<file path="src/hw/rtl/erm_pkg.sv">
`timescale 1ns / 1ps
// ----------------------------------------------------------------------------
// erm_pkg: shared types and constants of the echo range median filter
// Field widths, register indexes and the fixed-point constants for the
// conversion from echo width to distance.
// ----------------------------------------------------------------------------
package erm_pkg;

  localparam int unsigned PULSE_W = 16;
  localparam int unsigned DIST_W  = 10;
  localparam int unsigned CFG_IDX_W  = 2;
  localparam int unsigned CFG_DATA_W = 16;
  localparam int unsigned NUM_FIELDS = 3;

  // w * 343 stays below 2**25 for every 16-bit width, also after rounding.
  localparam int unsigned PROD_W    = 25;
  localparam int unsigned SOUND_NUM = 343;
  localparam int unsigned SOUND_DEN = 20000;
  localparam int unsigned HALF_DEN  = SOUND_DEN / 2;

  // floor(x / 20000) = floor((x >> 5) / 625). The quotient by 625 is a
  // multiply by ceil(2**30 / 625) followed by a shift, exact for 20-bit
  // operands.
  localparam int unsigned DEN_SHIFT   = 5;
  localparam int unsigned QUOT_IN_W   = PROD_W - DEN_SHIFT;
  localparam int unsigned RECIP_W     = 21;
  localparam int unsigned RECIP_SHIFT = 30;
  localparam logic [RECIP_W-1:0] RECIP_625 = 21'd1717987;
  localparam int unsigned QUOT_W      = 11;

  localparam logic [PULSE_W-1:0] MIN_PULSE_RST = 16'd58;
  localparam logic [PULSE_W-1:0] MAX_PULSE_RST = 16'd23200;
  localparam logic [DIST_W-1:0]  MIN_DIST_RST  = 10'd2;
  localparam logic [DIST_W-1:0]  MAX_DIST_RST  = 10'd400;
  localparam logic [DIST_W-1:0]  WINDOW_RST    = 10'd100;

  typedef logic [PULSE_W-1:0] pulse_t;
  typedef logic [DIST_W-1:0]  dist_t;

  typedef enum logic [CFG_IDX_W-1:0] {
    REG_MIN_PULSE = 2'd0,
    REG_MAX_PULSE = 2'd1,
    REG_MIN_DIST  = 2'd2,
    REG_MAX_DIST  = 2'd3
  } cfg_reg_e;

  // What one attempt lane reports to the merge stage.
  typedef struct packed {
    logic   ok;
    pulse_t width;
  } lane_res_t;

endpackage

</file>
<file path="src/hw/rtl/erm_in_if.sv">
`timescale 1ns / 1ps
// ----------------------------------------------------------------------------
// erm_in_if: request channel carrying three echo widths
// Valid/ready handshake; a request moves when both are high at a clock edge.
// ----------------------------------------------------------------------------
interface erm_in_if;
  logic        valid;
  logic        ready;
  logic [15:0] echo_first_us;
  logic [15:0] echo_second_us;
  logic [15:0] echo_third_us;

  modport source (
    output valid, echo_first_us, echo_second_us, echo_third_us,
    input  ready
  );
  modport sink (
    input  valid, echo_first_us, echo_second_us, echo_third_us,
    output ready
  );
endinterface

</file>
<file path="src/hw/rtl/erm_out_if.sv">
`timescale 1ns / 1ps
// ----------------------------------------------------------------------------
// erm_out_if: result channel carrying the filtered distance
// Valid/ready handshake; a result moves when both are high at a clock edge.
// ----------------------------------------------------------------------------
interface erm_out_if;
  logic       valid;
  logic       ready;
  logic [9:0] range_cm;
  logic       fresh;
  logic [1:0] valid_count;

  modport source (
    output valid, range_cm, fresh, valid_count,
    input  ready
  );
  modport sink (
    input  valid, range_cm, fresh, valid_count,
    output ready
  );
endinterface

</file>
<file path="src/hw/rtl/erm_lane.sv">
`timescale 1ns / 1ps
// ----------------------------------------------------------------------------
// erm_lane: one attempt lane
// Checks one echo width against the configured pulse window.
// ----------------------------------------------------------------------------
module erm_lane (
  input  erm_pkg::pulse_t    width_i,
  input  erm_pkg::pulse_t    min_pulse_i,
  input  erm_pkg::pulse_t    max_pulse_i,
  output erm_pkg::lane_res_t res_o
);
  import erm_pkg::*;

  // A zero width means no echo, even when the lower bound is zero.
  assign res_o.ok    = (width_i != '0) && (width_i >= min_pulse_i) &&
                       (width_i <= max_pulse_i);
  assign res_o.width = width_i;

endmodule

</file>
<file path="src/hw/rtl/erm_merge.sv">
`timescale 1ns / 1ps
// ----------------------------------------------------------------------------
// erm_merge: merge of the attempt lanes
// Counts the valid lanes and picks the upper median of their widths by rank.
// ----------------------------------------------------------------------------
module erm_merge #(
  parameter int unsigned ATTEMPTS = 3,
  localparam int unsigned CW = $clog2(ATTEMPTS + 1)
) (
  input  erm_pkg::lane_res_t res_i [ATTEMPTS],
  output erm_pkg::pulse_t    width_o,
  output logic [CW-1:0]      count_o
);
  import erm_pkg::*;

  logic [CW-1:0] rank [ATTEMPTS];
  logic [CW-1:0] cnt;
  pulse_t        sel;

  always_comb begin
    cnt = '0;
    for (int i = 0; i < ATTEMPTS; i++) begin
      cnt = cnt + CW'(res_i[i].ok);
    end
  end

  // Ties go to the lower lane, so the ranks of the valid lanes are distinct.
  always_comb begin
    for (int i = 0; i < ATTEMPTS; i++) begin
      rank[i] = '0;
      for (int j = 0; j < ATTEMPTS; j++) begin
        if (j != i && res_i[j].ok &&
            ((res_i[j].width < res_i[i].width) ||
             (res_i[j].width == res_i[i].width && j < i))) begin
          rank[i] = rank[i] + 1'b1;
        end
      end
    end
  end

  always_comb begin
    sel = '0;
    for (int i = 0; i < ATTEMPTS; i++) begin
      if (res_i[i].ok && rank[i] == (cnt >> 1)) begin
        sel = sel | res_i[i].width;
      end
    end
  end

  assign width_o = sel;
  assign count_o = cnt;

endmodule

</file>
<file path="src/hw/rtl/erm_window.sv">
`timescale 1ns / 1ps
// ----------------------------------------------------------------------------
// erm_window: sliding median window
// Holds the last distances in a ring and gives the median of the window
// as it stands after the pending write.
// ----------------------------------------------------------------------------
module erm_window #(
  parameter int unsigned WINDOW_SIZE = 5,
  localparam int unsigned PW = $clog2(WINDOW_SIZE)
) (
  input  logic           clk_i,
  input  logic           rst_ni,
  input  logic           upd_i,
  input  erm_pkg::dist_t val_i,
  output erm_pkg::dist_t med_o
);
  import erm_pkg::*;

  dist_t         win_q [WINDOW_SIZE];
  dist_t         win_d [WINDOW_SIZE];
  logic [PW-1:0] ptr_q, ptr_d;
  logic [PW-1:0] rank [WINDOW_SIZE];
  dist_t         med;

  always_comb begin
    for (int i = 0; i < WINDOW_SIZE; i++) begin
      win_d[i] = (ptr_q == PW'(i)) ? val_i : win_q[i];
    end
  end

  assign ptr_d = (ptr_q == PW'(WINDOW_SIZE - 1)) ? '0 : ptr_q + 1'b1;

  // Each entry counts the entries that sort before it; the one with rank
  // WINDOW_SIZE/2 is the median.
  always_comb begin
    for (int i = 0; i < WINDOW_SIZE; i++) begin
      rank[i] = '0;
      for (int j = 0; j < WINDOW_SIZE; j++) begin
        if (j != i && ((win_d[j] < win_d[i]) ||
                       (win_d[j] == win_d[i] && j < i))) begin
          rank[i] = rank[i] + 1'b1;
        end
      end
    end
  end

  always_comb begin
    med = '0;
    for (int i = 0; i < WINDOW_SIZE; i++) begin
      if (rank[i] == PW'(WINDOW_SIZE / 2)) begin
        med = med | win_d[i];
      end
    end
  end

  assign med_o = med;

  always_ff @(posedge clk_i or negedge rst_ni) begin
    if (!rst_ni) begin
      ptr_q <= '0;
      for (int i = 0; i < WINDOW_SIZE; i++) begin
        win_q[i] <= WINDOW_RST;
      end
    end else if (upd_i) begin
      ptr_q <= ptr_d;
      for (int i = 0; i < WINDOW_SIZE; i++) begin
        win_q[i] <= win_d[i];
      end
    end
  end

endmodule

</file>
<file path="src/hw/rtl/echo_range_median_filter.sv">
`timescale 1ns / 1ps
// ----------------------------------------------------------------------------
// echo_range_median_filter: echo ranging with a sliding median
// Validates three echo widths in parallel lanes, takes their upper median,
// converts it to centimeters and filters it through a median window.
//
//   channel  dir  handshake      payload
//   in_i     in   valid/ready    echo_first_us, echo_second_us, echo_third_us
//   out_o    out  valid/ready    range_cm, fresh, valid_count
//   cfg      in   cfg_we_i       cfg_idx_i, cfg_wdata_i
//
// One request per cycle is accepted while the output does not stall; a result
// passes the registered stages for lanes and merge, scale multiply, reciprocal
// divide and window. The window update and its median close in the same cycle.
// Reset restores the register defaults, fills the window with 100 and
// clears the held distance. A stalled output lets the stages behind it fill
// before in_i.ready drops.
// ----------------------------------------------------------------------------
module echo_range_median_filter #(
  parameter int unsigned WINDOW_SIZE = 5,
  parameter int unsigned ATTEMPTS    = 3
) (
  input  logic                                clk_i,
  input  logic                                rst_ni,
  erm_in_if.sink                              in_i,
  erm_out_if.source                           out_o,
  input  logic                                cfg_we_i,
  input  logic [erm_pkg::CFG_IDX_W-1:0]       cfg_idx_i,
  input  logic [erm_pkg::CFG_DATA_W-1:0]      cfg_wdata_i
);
  import erm_pkg::*;

  localparam int unsigned CW = $clog2(ATTEMPTS + 1);

  // Configuration, with the distance limits kept as product thresholds.
  pulse_t              min_pulse_q, max_pulse_q;
  dist_t               max_dist_q;
  logic [PROD_W-1:0]   thr_lo_q, thr_hi_q;

  always_ff @(posedge clk_i or negedge rst_ni) begin
    if (!rst_ni) begin
      min_pulse_q <= MIN_PULSE_RST;
      max_pulse_q <= MAX_PULSE_RST;
      max_dist_q  <= MAX_DIST_RST;
      thr_lo_q    <= PROD_W'(MIN_DIST_RST * SOUND_DEN);
      thr_hi_q    <= PROD_W'(MAX_DIST_RST * SOUND_DEN);
    end else if (cfg_we_i) begin
      case (cfg_reg_e'(cfg_idx_i))
        REG_MIN_PULSE: min_pulse_q <= cfg_wdata_i;
        REG_MAX_PULSE: max_pulse_q <= cfg_wdata_i;
        REG_MIN_DIST: begin
          thr_lo_q   <= PROD_W'(cfg_wdata_i[DIST_W-1:0] * SOUND_DEN);
        end
        REG_MAX_DIST: begin
          max_dist_q <= cfg_wdata_i[DIST_W-1:0];
          thr_hi_q   <= PROD_W'(cfg_wdata_i[DIST_W-1:0] * SOUND_DEN);
        end
        default: ;
      endcase
    end
  end

  // Attempt lanes; attempts past the third field see no echo.
  lane_res_t lane_res [ATTEMPTS];

  for (genvar g = 0; g < ATTEMPTS; g++) begin : g_lane
    pulse_t w;
    if (g == 0) begin : g_first
      assign w = in_i.echo_first_us;
    end else if (g == 1) begin : g_second
      assign w = in_i.echo_second_us;
    end else if (g == 2) begin : g_third
      assign w = in_i.echo_third_us;
    end else begin : g_none
      assign w = '0;
    end
    erm_lane u_lane (
      .width_i     (w),
      .min_pulse_i (min_pulse_q),
      .max_pulse_i (max_pulse_q),
      .res_o       (lane_res[g])
    );
  end

  pulse_t        mrg_width;
  logic [CW-1:0] mrg_count;

  erm_merge #(.ATTEMPTS(ATTEMPTS)) u_merge (
    .res_i   (lane_res),
    .width_o (mrg_width),
    .count_o (mrg_count)
  );

  // Pipeline control.
  logic s1_v_q, s2_v_q, s3_v_q, out_v_q;
  logic s1_rdy, s2_rdy, s3_rdy, out_rdy;
  logic in_acc, s1_adv, s2_adv, s3_adv;

  assign out_rdy = !out_v_q || out_o.ready;
  assign s3_rdy  = !s3_v_q || out_rdy;
  assign s2_rdy  = !s2_v_q || s3_rdy;
  assign s1_rdy  = !s1_v_q || s2_rdy;

  assign in_i.ready = s1_rdy;
  assign in_acc = in_i.valid && s1_rdy;
  assign s1_adv = s1_v_q && s2_rdy;
  assign s2_adv = s2_v_q && s3_rdy;
  assign s3_adv = s3_v_q && out_rdy;

  always_ff @(posedge clk_i or negedge rst_ni) begin
    if (!rst_ni) begin
      s1_v_q  <= 1'b0;
      s2_v_q  <= 1'b0;
      s3_v_q  <= 1'b0;
      out_v_q <= 1'b0;
    end else begin
      if (s1_rdy)  s1_v_q  <= in_i.valid;
      if (s2_rdy)  s2_v_q  <= s1_v_q;
      if (s3_rdy)  s3_v_q  <= s2_v_q;
      if (out_rdy) out_v_q <= s3_v_q;
    end
  end

  // Stage payloads.
  pulse_t              s1_w_q;
  logic [CW-1:0]       s1_n_q, s2_n_q, s3_n_q;
  logic [PROD_W-1:0]   s2_p_q;
  dist_t               s3_dist_q;
  dist_t               out_dist_q;
  logic                out_fresh_q;
  logic [1:0]          out_cnt_q;

  logic [PROD_W-1:0]                 s2_p_d;
  logic [QUOT_IN_W-1:0]              quot_in;
  logic [QUOT_IN_W+RECIP_W-1:0]      quot_prod;
  logic [QUOT_W-1:0]                 quot;
  dist_t                             s3_dist_d;

  assign s2_p_d = PROD_W'(s1_w_q * SOUND_NUM);

  assign quot_in   = QUOT_IN_W'((s2_p_q + PROD_W'(HALF_DEN)) >> DEN_SHIFT);
  assign quot_prod = quot_in * RECIP_625;
  assign quot      = quot_prod[RECIP_SHIFT +: QUOT_W];

  // The lower limit is tested first, so with crossed limits a product below it gives zero.
  always_comb begin
    if (s2_p_q < thr_lo_q) begin
      s3_dist_d = '0;
    end else if (s2_p_q > thr_hi_q) begin
      s3_dist_d = max_dist_q;
    end else begin
      s3_dist_d = quot[DIST_W-1:0];
    end
  end

  // Window stage; with no valid attempt the held distance is repeated.
  logic  s3_fresh;
  logic  win_upd;
  dist_t win_med;
  dist_t last_q;

  assign s3_fresh = (s3_n_q != '0);
  assign win_upd  = s3_adv && s3_fresh;

  erm_window #(.WINDOW_SIZE(WINDOW_SIZE)) u_window (
    .clk_i  (clk_i),
    .rst_ni (rst_ni),
    .upd_i  (win_upd),
    .val_i  (s3_dist_q),
    .med_o  (win_med)
  );

  always_ff @(posedge clk_i or negedge rst_ni) begin
    if (!rst_ni) begin
      last_q <= '0;
    end else if (win_upd) begin
      last_q <= win_med;
    end
  end

  always_ff @(posedge clk_i) begin
    if (in_acc) begin
      s1_w_q <= mrg_width;
      s1_n_q <= mrg_count;
    end
    if (s1_adv) begin
      s2_p_q <= s2_p_d;
      s2_n_q <= s1_n_q;
    end
    if (s2_adv) begin
      s3_dist_q <= s3_dist_d;
      s3_n_q    <= s2_n_q;
    end
    if (s3_adv) begin
      out_dist_q  <= s3_fresh ? win_med : last_q;
      out_fresh_q <= s3_fresh;
      out_cnt_q   <= (s3_n_q > CW'(3)) ? 2'd3 : 2'(s3_n_q);
    end
  end

  assign out_o.valid       = out_v_q;
  assign out_o.range_cm    = out_dist_q;
  assign out_o.fresh       = out_fresh_q;
  assign out_o.valid_count = out_cnt_q;

  // A result is marked fresh exactly when some attempt was valid.
  a_fresh_count : assert property (@(posedge clk_i) disable iff (!rst_ni)
    out_o.valid |-> (out_o.fresh == (out_o.valid_count != 2'd0)))
    else $error("fresh flag disagrees with valid count");

  // A request with no valid attempt repeats the held distance.
  a_hold : assert property (@(posedge clk_i) disable iff (!rst_ni)
    (s3_adv && !s3_fresh) |=> (out_o.range_cm == $past(last_q)))
    else $error("held distance not repeated");

  // The held distance changes only through a window update.
  a_last_stable : assert property (@(posedge clk_i) disable iff (!rst_ni)
    !win_upd |=> $stable(last_q))
    else $error("held distance changed without a fresh request");

  // An accepted request always occupies the first stage next cycle.
  a_accept : assert property (@(posedge clk_i) disable iff (!rst_ni)
    in_acc |=> s1_v_q)
    else $error("accepted request lost");

endmodule

</file>
<file path="src/flat_wrapper.sv">
// flat-port wrapper written by rule: the top's interface ports become plain ports
module echo_range_median_filter_flat import erm_pkg::*;
#(
  parameter int unsigned WINDOW_SIZE = 5,
  parameter int unsigned ATTEMPTS    = 3
)
  (clk_i, rst_ni, cfg_we_i, cfg_idx_i, cfg_wdata_i, in_i_valid, in_i_echo_first_us, in_i_echo_second_us, in_i_echo_third_us, in_i_ready, out_o_valid, out_o_range_cm, out_o_fresh, out_o_valid_count, out_o_ready);
  erm_in_if in_i_i ();
  erm_out_if out_o_i ();
  input  logic clk_i;
  input  logic rst_ni;
  input  logic cfg_we_i;
  input  logic [erm_pkg::CFG_IDX_W-1:0] cfg_idx_i;
  input  logic [erm_pkg::CFG_DATA_W-1:0] cfg_wdata_i;
  input wire logic [$bits(in_i_i.valid)-1:0] in_i_valid;
  input wire logic [$bits(in_i_i.echo_first_us)-1:0] in_i_echo_first_us;
  input wire logic [$bits(in_i_i.echo_second_us)-1:0] in_i_echo_second_us;
  input wire logic [$bits(in_i_i.echo_third_us)-1:0] in_i_echo_third_us;
  output wire logic [$bits(in_i_i.ready)-1:0] in_i_ready;
  output wire logic [$bits(out_o_i.valid)-1:0] out_o_valid;
  output wire logic [$bits(out_o_i.range_cm)-1:0] out_o_range_cm;
  output wire logic [$bits(out_o_i.fresh)-1:0] out_o_fresh;
  output wire logic [$bits(out_o_i.valid_count)-1:0] out_o_valid_count;
  input wire logic [$bits(out_o_i.ready)-1:0] out_o_ready;
  assign in_i_i.valid = in_i_valid;
  assign in_i_i.echo_first_us = in_i_echo_first_us;
  assign in_i_i.echo_second_us = in_i_echo_second_us;
  assign in_i_i.echo_third_us = in_i_echo_third_us;
  assign in_i_ready = in_i_i.ready;
  assign out_o_valid = out_o_i.valid;
  assign out_o_range_cm = out_o_i.range_cm;
  assign out_o_fresh = out_o_i.fresh;
  assign out_o_valid_count = out_o_i.valid_count;
  assign out_o_i.ready = out_o_ready;
  echo_range_median_filter #(.WINDOW_SIZE(WINDOW_SIZE), .ATTEMPTS(ATTEMPTS)) u_core (.clk_i(clk_i), .rst_ni(rst_ni), .in_i(in_i_i), .out_o(out_o_i), .cfg_we_i(cfg_we_i), .cfg_idx_i(cfg_idx_i), .cfg_wdata_i(cfg_wdata_i));
endmodule
</file>
<file path="config.mk">
export PLATFORM = sky130hd
export DESIGN_NAME = echo_range_median_filter_flat
export DESIGN_NICKNAME = d
export VERILOG_FILES = /design/src/hw/rtl/erm_pkg.sv /design/src/hw/rtl/erm_in_if.sv /design/src/hw/rtl/erm_out_if.sv /design/src/hw/rtl/erm_lane.sv /design/src/hw/rtl/erm_merge.sv /design/src/hw/rtl/erm_window.sv /design/src/hw/rtl/echo_range_median_filter.sv /design/src/flat_wrapper.sv
export SDC_FILE = /design/constraint.sdc
export NUM_CORES = 2
export LEC_CHECK = 0
export ABC_AREA = 1
export BUFFER_PORTS_ARGS = -buffer_cell sky130_fd_sc_hd__buf_4
export CAP_MARGIN = 10
export CORE_ASPECT_RATIO = 2
export CORE_UTILIZATION = 40
export DETAILED_ROUTE_END_ITERATION = 16
export SETUP_SLACK_MARGIN = 0.2
export SLEW_MARGIN = 20
export SYNTH_ARGS = -nofsm -noshare
export SYNTH_HDL_FRONTEND = slang
export SYNTH_SLANG_ARGS = --single-unit
</file>
<file path="constraint.sdc">
create_clock -name clk_i -period 10.8 [get_ports clk_i]
set_input_delay 1.62 -clock clk_i [delete_from_list [all_inputs] [get_ports clk_i]]
set_output_delay 1.62 -clock clk_i [all_outputs]
set_load 0.05 [all_outputs]
</file>
**Word level (Yosys, flattened, before mapping)**

Cells that the tools add are included.

- Bits in registers: 219
- Input port bits: 71
- Output and inout port bits: 15
- Word-level logic and storage cells: 212

- Add/subtract/negate cells: 22
- Multipliers: 3
- Magnitude comparators: 35
- Equal/unequal tests: 28
- Muxes and demuxes: 42
- Bitwise gates (word level): 6
- Reduce and logical (&&, ||, !) cells: 51

Operators with widths:

| operator | number |
|---|---|
| $lt 10x10->1 | 20 |
| $mux 10 | 12 |
| $eq 10x10->1 | 10 |
| $lt 16x16->1 | 6 |
| $eq 16x16->1 | 3 |
| $ge 16x16->1 | 3 |
| $le 16x16->1 | 3 |
| $mux 16 | 3 |
| $mux 3 | 16 |
| $reduce_bool 16->1 | 3 |
| $mul 20x21->40 const B | 1 |
| $or 10x10->10 | 4 |
| $add 3x1->3 const B | 11 |
| $or 16x16->16 | 2 |
| $add 25x14->25 const B | 1 |
| $gt 25x25->1 | 1 |
| $lt 25x25->1 | 1 |
| $mul 16x9->25 const B | 1 |
| $eq 3x2->1 const B | 7 |
| $logic_and 1x1->1 | 20 |
| $mul 10x10->20 const B | 1 |
| $logic_or 1x1->1 | 17 |
| $add 1x1->2 const B | 8 |
| $mux 1 | 8 |
| 14 further kinds | 25 |

**Logic depth before layout (Yosys ltp)**

- Depth in word-level cells: 21
- Gate-level depth with buffers: 38
- Depth with buffers taken out: 38

**Cells and area by module**

A second synthesis with hierarchy kept.

- Cell total of the unflattened synthesis: 3903
- Area total of the unflattened synthesis: 30807.0 µm²

By module, submodules not included:

| module | times used | cells each | area each (µm²) |
|---|---|---|---|
| echo_range_median_filter | 1 | 2206 | 19795.2 |
| erm_window | 1 | 947 | 6309.8 |
| erm_lane | 3 | 165 | 1034.7 |
| erm_merge | 1 | 255 | 1597.8 |

**Worst setup path before layout**

Ideal clock, no wire load.

- Kind: register -> register
- From: register u_core.s2_p_q[4]
- To: register u_core.s3_dist_q[1] (data pin)
- Library setup time: 252 ps
- Arrival time: 6512 ps
- Required time: 10548 ps
- Setup slack: 4035 ps
- Stages on the path, launching flop included: 34
- Buffers on the path: 0
- Clock period less this slack: 6765 ps
- Path through: edfxtp_1 ha_1 nand3_2 nand2_1 o21ai_2 o21ai_2 nand2_1 nor3b_1 xnor2_1 inv_1 ha_1 ha_1 inv_1 fa_1 inv_1 fa_1 inv_1 fa_1 inv_1 fa_1 inv_1 fa_1 inv_1 ha_1 a21oi_1 nor2_1 nor2_1 a21boi_0 nor2_1 nor2_1 a21oi_1 nand3b_1 nand3_1 inv_1

- Cells in the longest elaborated chain, start to end: 3
- Elaborated cells between the ends (all ways): 5
- Classes of those cells: add/sub: 1; mul: 1; order compare: 2; mux: 1

Ends and longest elaborated chain:

| element | RTL line | source |
|---|---|---|
| from (decl) | echo_range_median_filter.sv:127 | `logic [PROD_W-1:0] s2_p_q;` |
| from (signal assigned) | echo_range_median_filter.sv:187 | `s2_p_q <= s2_p_d;` |
| $add 25x14->25 | echo_range_median_filter.sv:141 | `assign quot_in = QUOT_IN_W'((s2_p_q + PROD_W'(HALF_DEN)) >> DEN_SHIFT);` |
| $mul 20x21->40 | echo_range_median_filter.sv:142 | `assign quot_prod = quot_in * RECIP_625;` |
| $mux 10 | echo_range_median_filter.sv:149 | `end else if (s2_p_q > thr_hi_q) begin` |
| to (signal assigned) | echo_range_median_filter.sv:191 | `s3_dist_q <= s3_dist_d;` |
| to (decl) | echo_range_median_filter.sv:128 | `dist_t s3_dist_q;` |

Several ways; a longest one is shown, not always the timed one.
A chain may end at the register's enable or synchronous reset.

**Worst setup path in the final report**

- From: register u_core.s2_p_q[6]
- To: register u_core.s3_dist_q[6] (data pin)

The elaborated chain is that of the path after synthesis.

==> impl_metrics.yaml <==
status:
  outcome: "completed"
routing:
  via_per_inst: 5.24
  drtPass1Iterations: 6
  via_count: 24541
  first_iter_violations: 984
  totalWireLength_um: 93500
  wire_per_inst_um: 20.0
  drc: 0
  ant_nets: 0
clocking:
  clk_latency_ns: 0.56
  clk_pin_slew_ns: 0.07
  htreeDepth: 1
  cts-root-buf: "clkbuf_16"
  cts.sinks: 215
  numCtsBuffers: 24
  cts_buffer_depth: 3
  cts_hold_buf: 0
  post-cts-setup-buffers: 0
  cts_resized: 0
  cts_tree: "built"
die:
  fp.dieH_um: 387
  core-area_um2: 73000
  num_rows: 140
  die_w_um: 194
  die-area_um2: 75100
  start_util_pct: 40.5
  pin_count: 86
synthesis:
  synth-async-reset-ratio_pct: 67.4
  ys_ff_latch: 215
  yosys-top-cells-area: "ha_1 (26%), fa_1 (15%), inv_1 (9.9%), dfrtp_1 (8.9%), nand2_1 (8.7%)"
  synth_area_leader_cell: "ha_1"
  syn-cell-area_um2: 29600
  yosys_warnings: 0
  synthFlopType: "dfrtp_1"
  synth_cell_types: 59
  postSynthCellCount: 3645
  synth_edf_count: 70
  syn_avg_cell_area_um2: 8.12
  yosysSeqAreaShare_pct: 19.5
  syn-num-nets: 4559
  synth_top_cell_area_share_pct: 26.2
hold_path:
  hold_path.startpoint: "u_core.s1_n_q[0]"
  hold_path.class: "reg2reg"
critical_path:
  critPathRequiredTime_ns: 11.09
  startpoint: "u_core.s2_p_q[6]"
  reg2reg_from: "u_core.s2_p_q[6]"
  start_kind: "register"
  cp_data_arrival_time_ns: 8.27
  path_max_fanout: 6
  cpPeakStageDelay_ns: 0.75
  critPathCaptureType: "register"
  cp_common_cell: "inv_1"
  cp_slowest_cell: "xor2_1"
  critPathKind: "reg2reg"
placement:
  placedCellCount: 4633
  hpwlAfterDp_um: 81400
  routabilityCongestion: 1.02
  io_buffers: 85
timing:
  fin_skew_ns: 0.0363
  fin_setup_tns_ns: 0
  setup_viol: 0
  timing.final.max_slew_violations: 0
  slew_headroom_pct: 20.9
  rsz0062_at_grt: "false"
  worst_pin_slew_ns: 1.18
  hold_viol: 0
  fmax_mhz: 125
  min_period_ns: 7.98
  fin_crit_sh_pct: 73.9
cells_and_area:
  num-fill-cells: 7265
  mostFrequentLayoutCells: "inv_1 (782), nand2_1 (682), ha_1 (620)"
  mostFrequentLayoutCell: "inv_1"
  fin_nets: 4650
  final_cells: 4683
  synthToLayoutAreaGrowth_pct: 8.92
  drive_gt1_share_pct: 6.42
grt:
  antenna_found_initial: 7
  overflow: 0
  grt_pass1_vias: 25640
  grt_pass1_wl_um: 143000
  track_usage_pct: 25.4
  grt_max_degree: 100
job:
  cap_violations: 0
[logic make-up (layout without fill, tap and decap cells)]
kind of cell / Yosys count / count (layout) / synth area share (%)
compound gates: 533 / 533 / 9.98
xor+xnor: 57 / 57 / 1.76
fa+ha+maj: 843 / 843 / 41.3
buf+inv: 830 / 939 / 10.5
flops: 215 / 215 / 19.5
other cells: 0 / 6 / 0
simple gates: 1167 / 1167 / 16.9
[through the flow]
stage / cell area, µm² / utilization (%) / worst slack [ns] / hold slack, ns
after floorplan: 29600 / - / 4.04 / 0.400
after global placement: 31400 / 43.0 / 2.93 / 0.409
after detailed placement: 31400 / 43.0 / 2.80 / 0.413
after CTS: 32200 / 44.1 / 2.79 / 0.433
after global routing: 32200 / 44.1 / 2.38 / 0.444
final: 32200 / 44.1 / 2.82 / 0.428
[worst paths after layout]
kind                            depth (start not counted)                        end  slack, ns
min in group asynchronous                               1  u_core.u_window.win_q[17]       1.13
max in group asynchronous                               2  u_core.u_window.win_q[28]       8.43
worst min register to register                          0           u_core.s2_n_q[0]       0.43
worst max register to register                         30        u_core.s3_dist_q[6]       2.82
worst min-delay path                                    0           u_core.s2_n_q[0]       0.43
worst max-delay path                                   30        u_core.s3_dist_q[6]       2.82
[per-layer routing]
layer,wire length (µm),part of all wire (%),vias to the layer above,global-route usage (%)
met5,0,0,-,0
met4,9510,10,0,21.6
met3,2630,2.8,347,2.21
met2,52800,57,587,51.7
met1,28500,30,11587,21.3
li1,-,-,12020,-
[cell type report]
class                           count  area [µm²]  area share (%)
Clock inverter                     13         141           0.439
Sequential cell                   215        5780            17.9
Clock buffer                       31         637            1.98
Timing Repair Buffer              111         837            2.60
Antenna cell                        6        15.0          0.0466
Inverter                          784        2940            9.13
Multi-Input combinational cell   2600       20700            64.3
Tap cell                          923        1150            3.58
[state kept, by name (all words and copies together), names as in the netlist, 2 cells and up]
register and cells:
u_core.out_o.range_cm 10, u_core.thr_lo_q 20, u_core.u_window.win_q 50, u_core.max_pulse_q 16
u_core.s2_n_q 2, u_core.max_dist_q 10, u_core.u_window.ptr_q 3, u_core.s1_w_q 16
u_core.s3_n_q 2, u_core.s3_dist_q 10, u_core.s2_p_q 25, u_core.min_pulse_q 16
u_core.last_q 10, u_core.out_o.valid_count 2, u_core.s1_n_q 2, u_core.thr_hi_q 16
[cells in the mapped netlist (all sizes together) (3+ instances only)]
library cell    n
dfrtp         105
nor2          165
o211ai         19
o41ai           3
buf             6
a21oi         181
nor4           14
a31oi          12
clkbuf         40
xor2           37
inv           784
or2            11
dfstp          40
ha            620
o21bai         11
fa            223
edfxtp         70
a21o           19
o21a           11
o21ai         247
nand4          47
nor3b           3
nand3         190
xnor2          20
nor3           30
nand3b          8
a21boi          6
a211oi          7
nand2         695
[critical path, delay by kind of cell, from the launching register on]
| family | cells | cell delay (ns) |
|---|---|---|
| XOR/XNOR | 1 | 0.75 |
| AO/OA/AOI/OAI | 1 | 0.11 |
| flip-flops | 1 | 0.49 |
| adder cells (fa/ha/maj) | 8 | 3.73 |
| AND/OR/NAND/NOR | 14 | 2.14 |
| buffers and inverters | 6 | 0.53 |
Power is not shown: default switching activity piles up to over one toggle a cycle in this logic, so the estimate is an artifact.
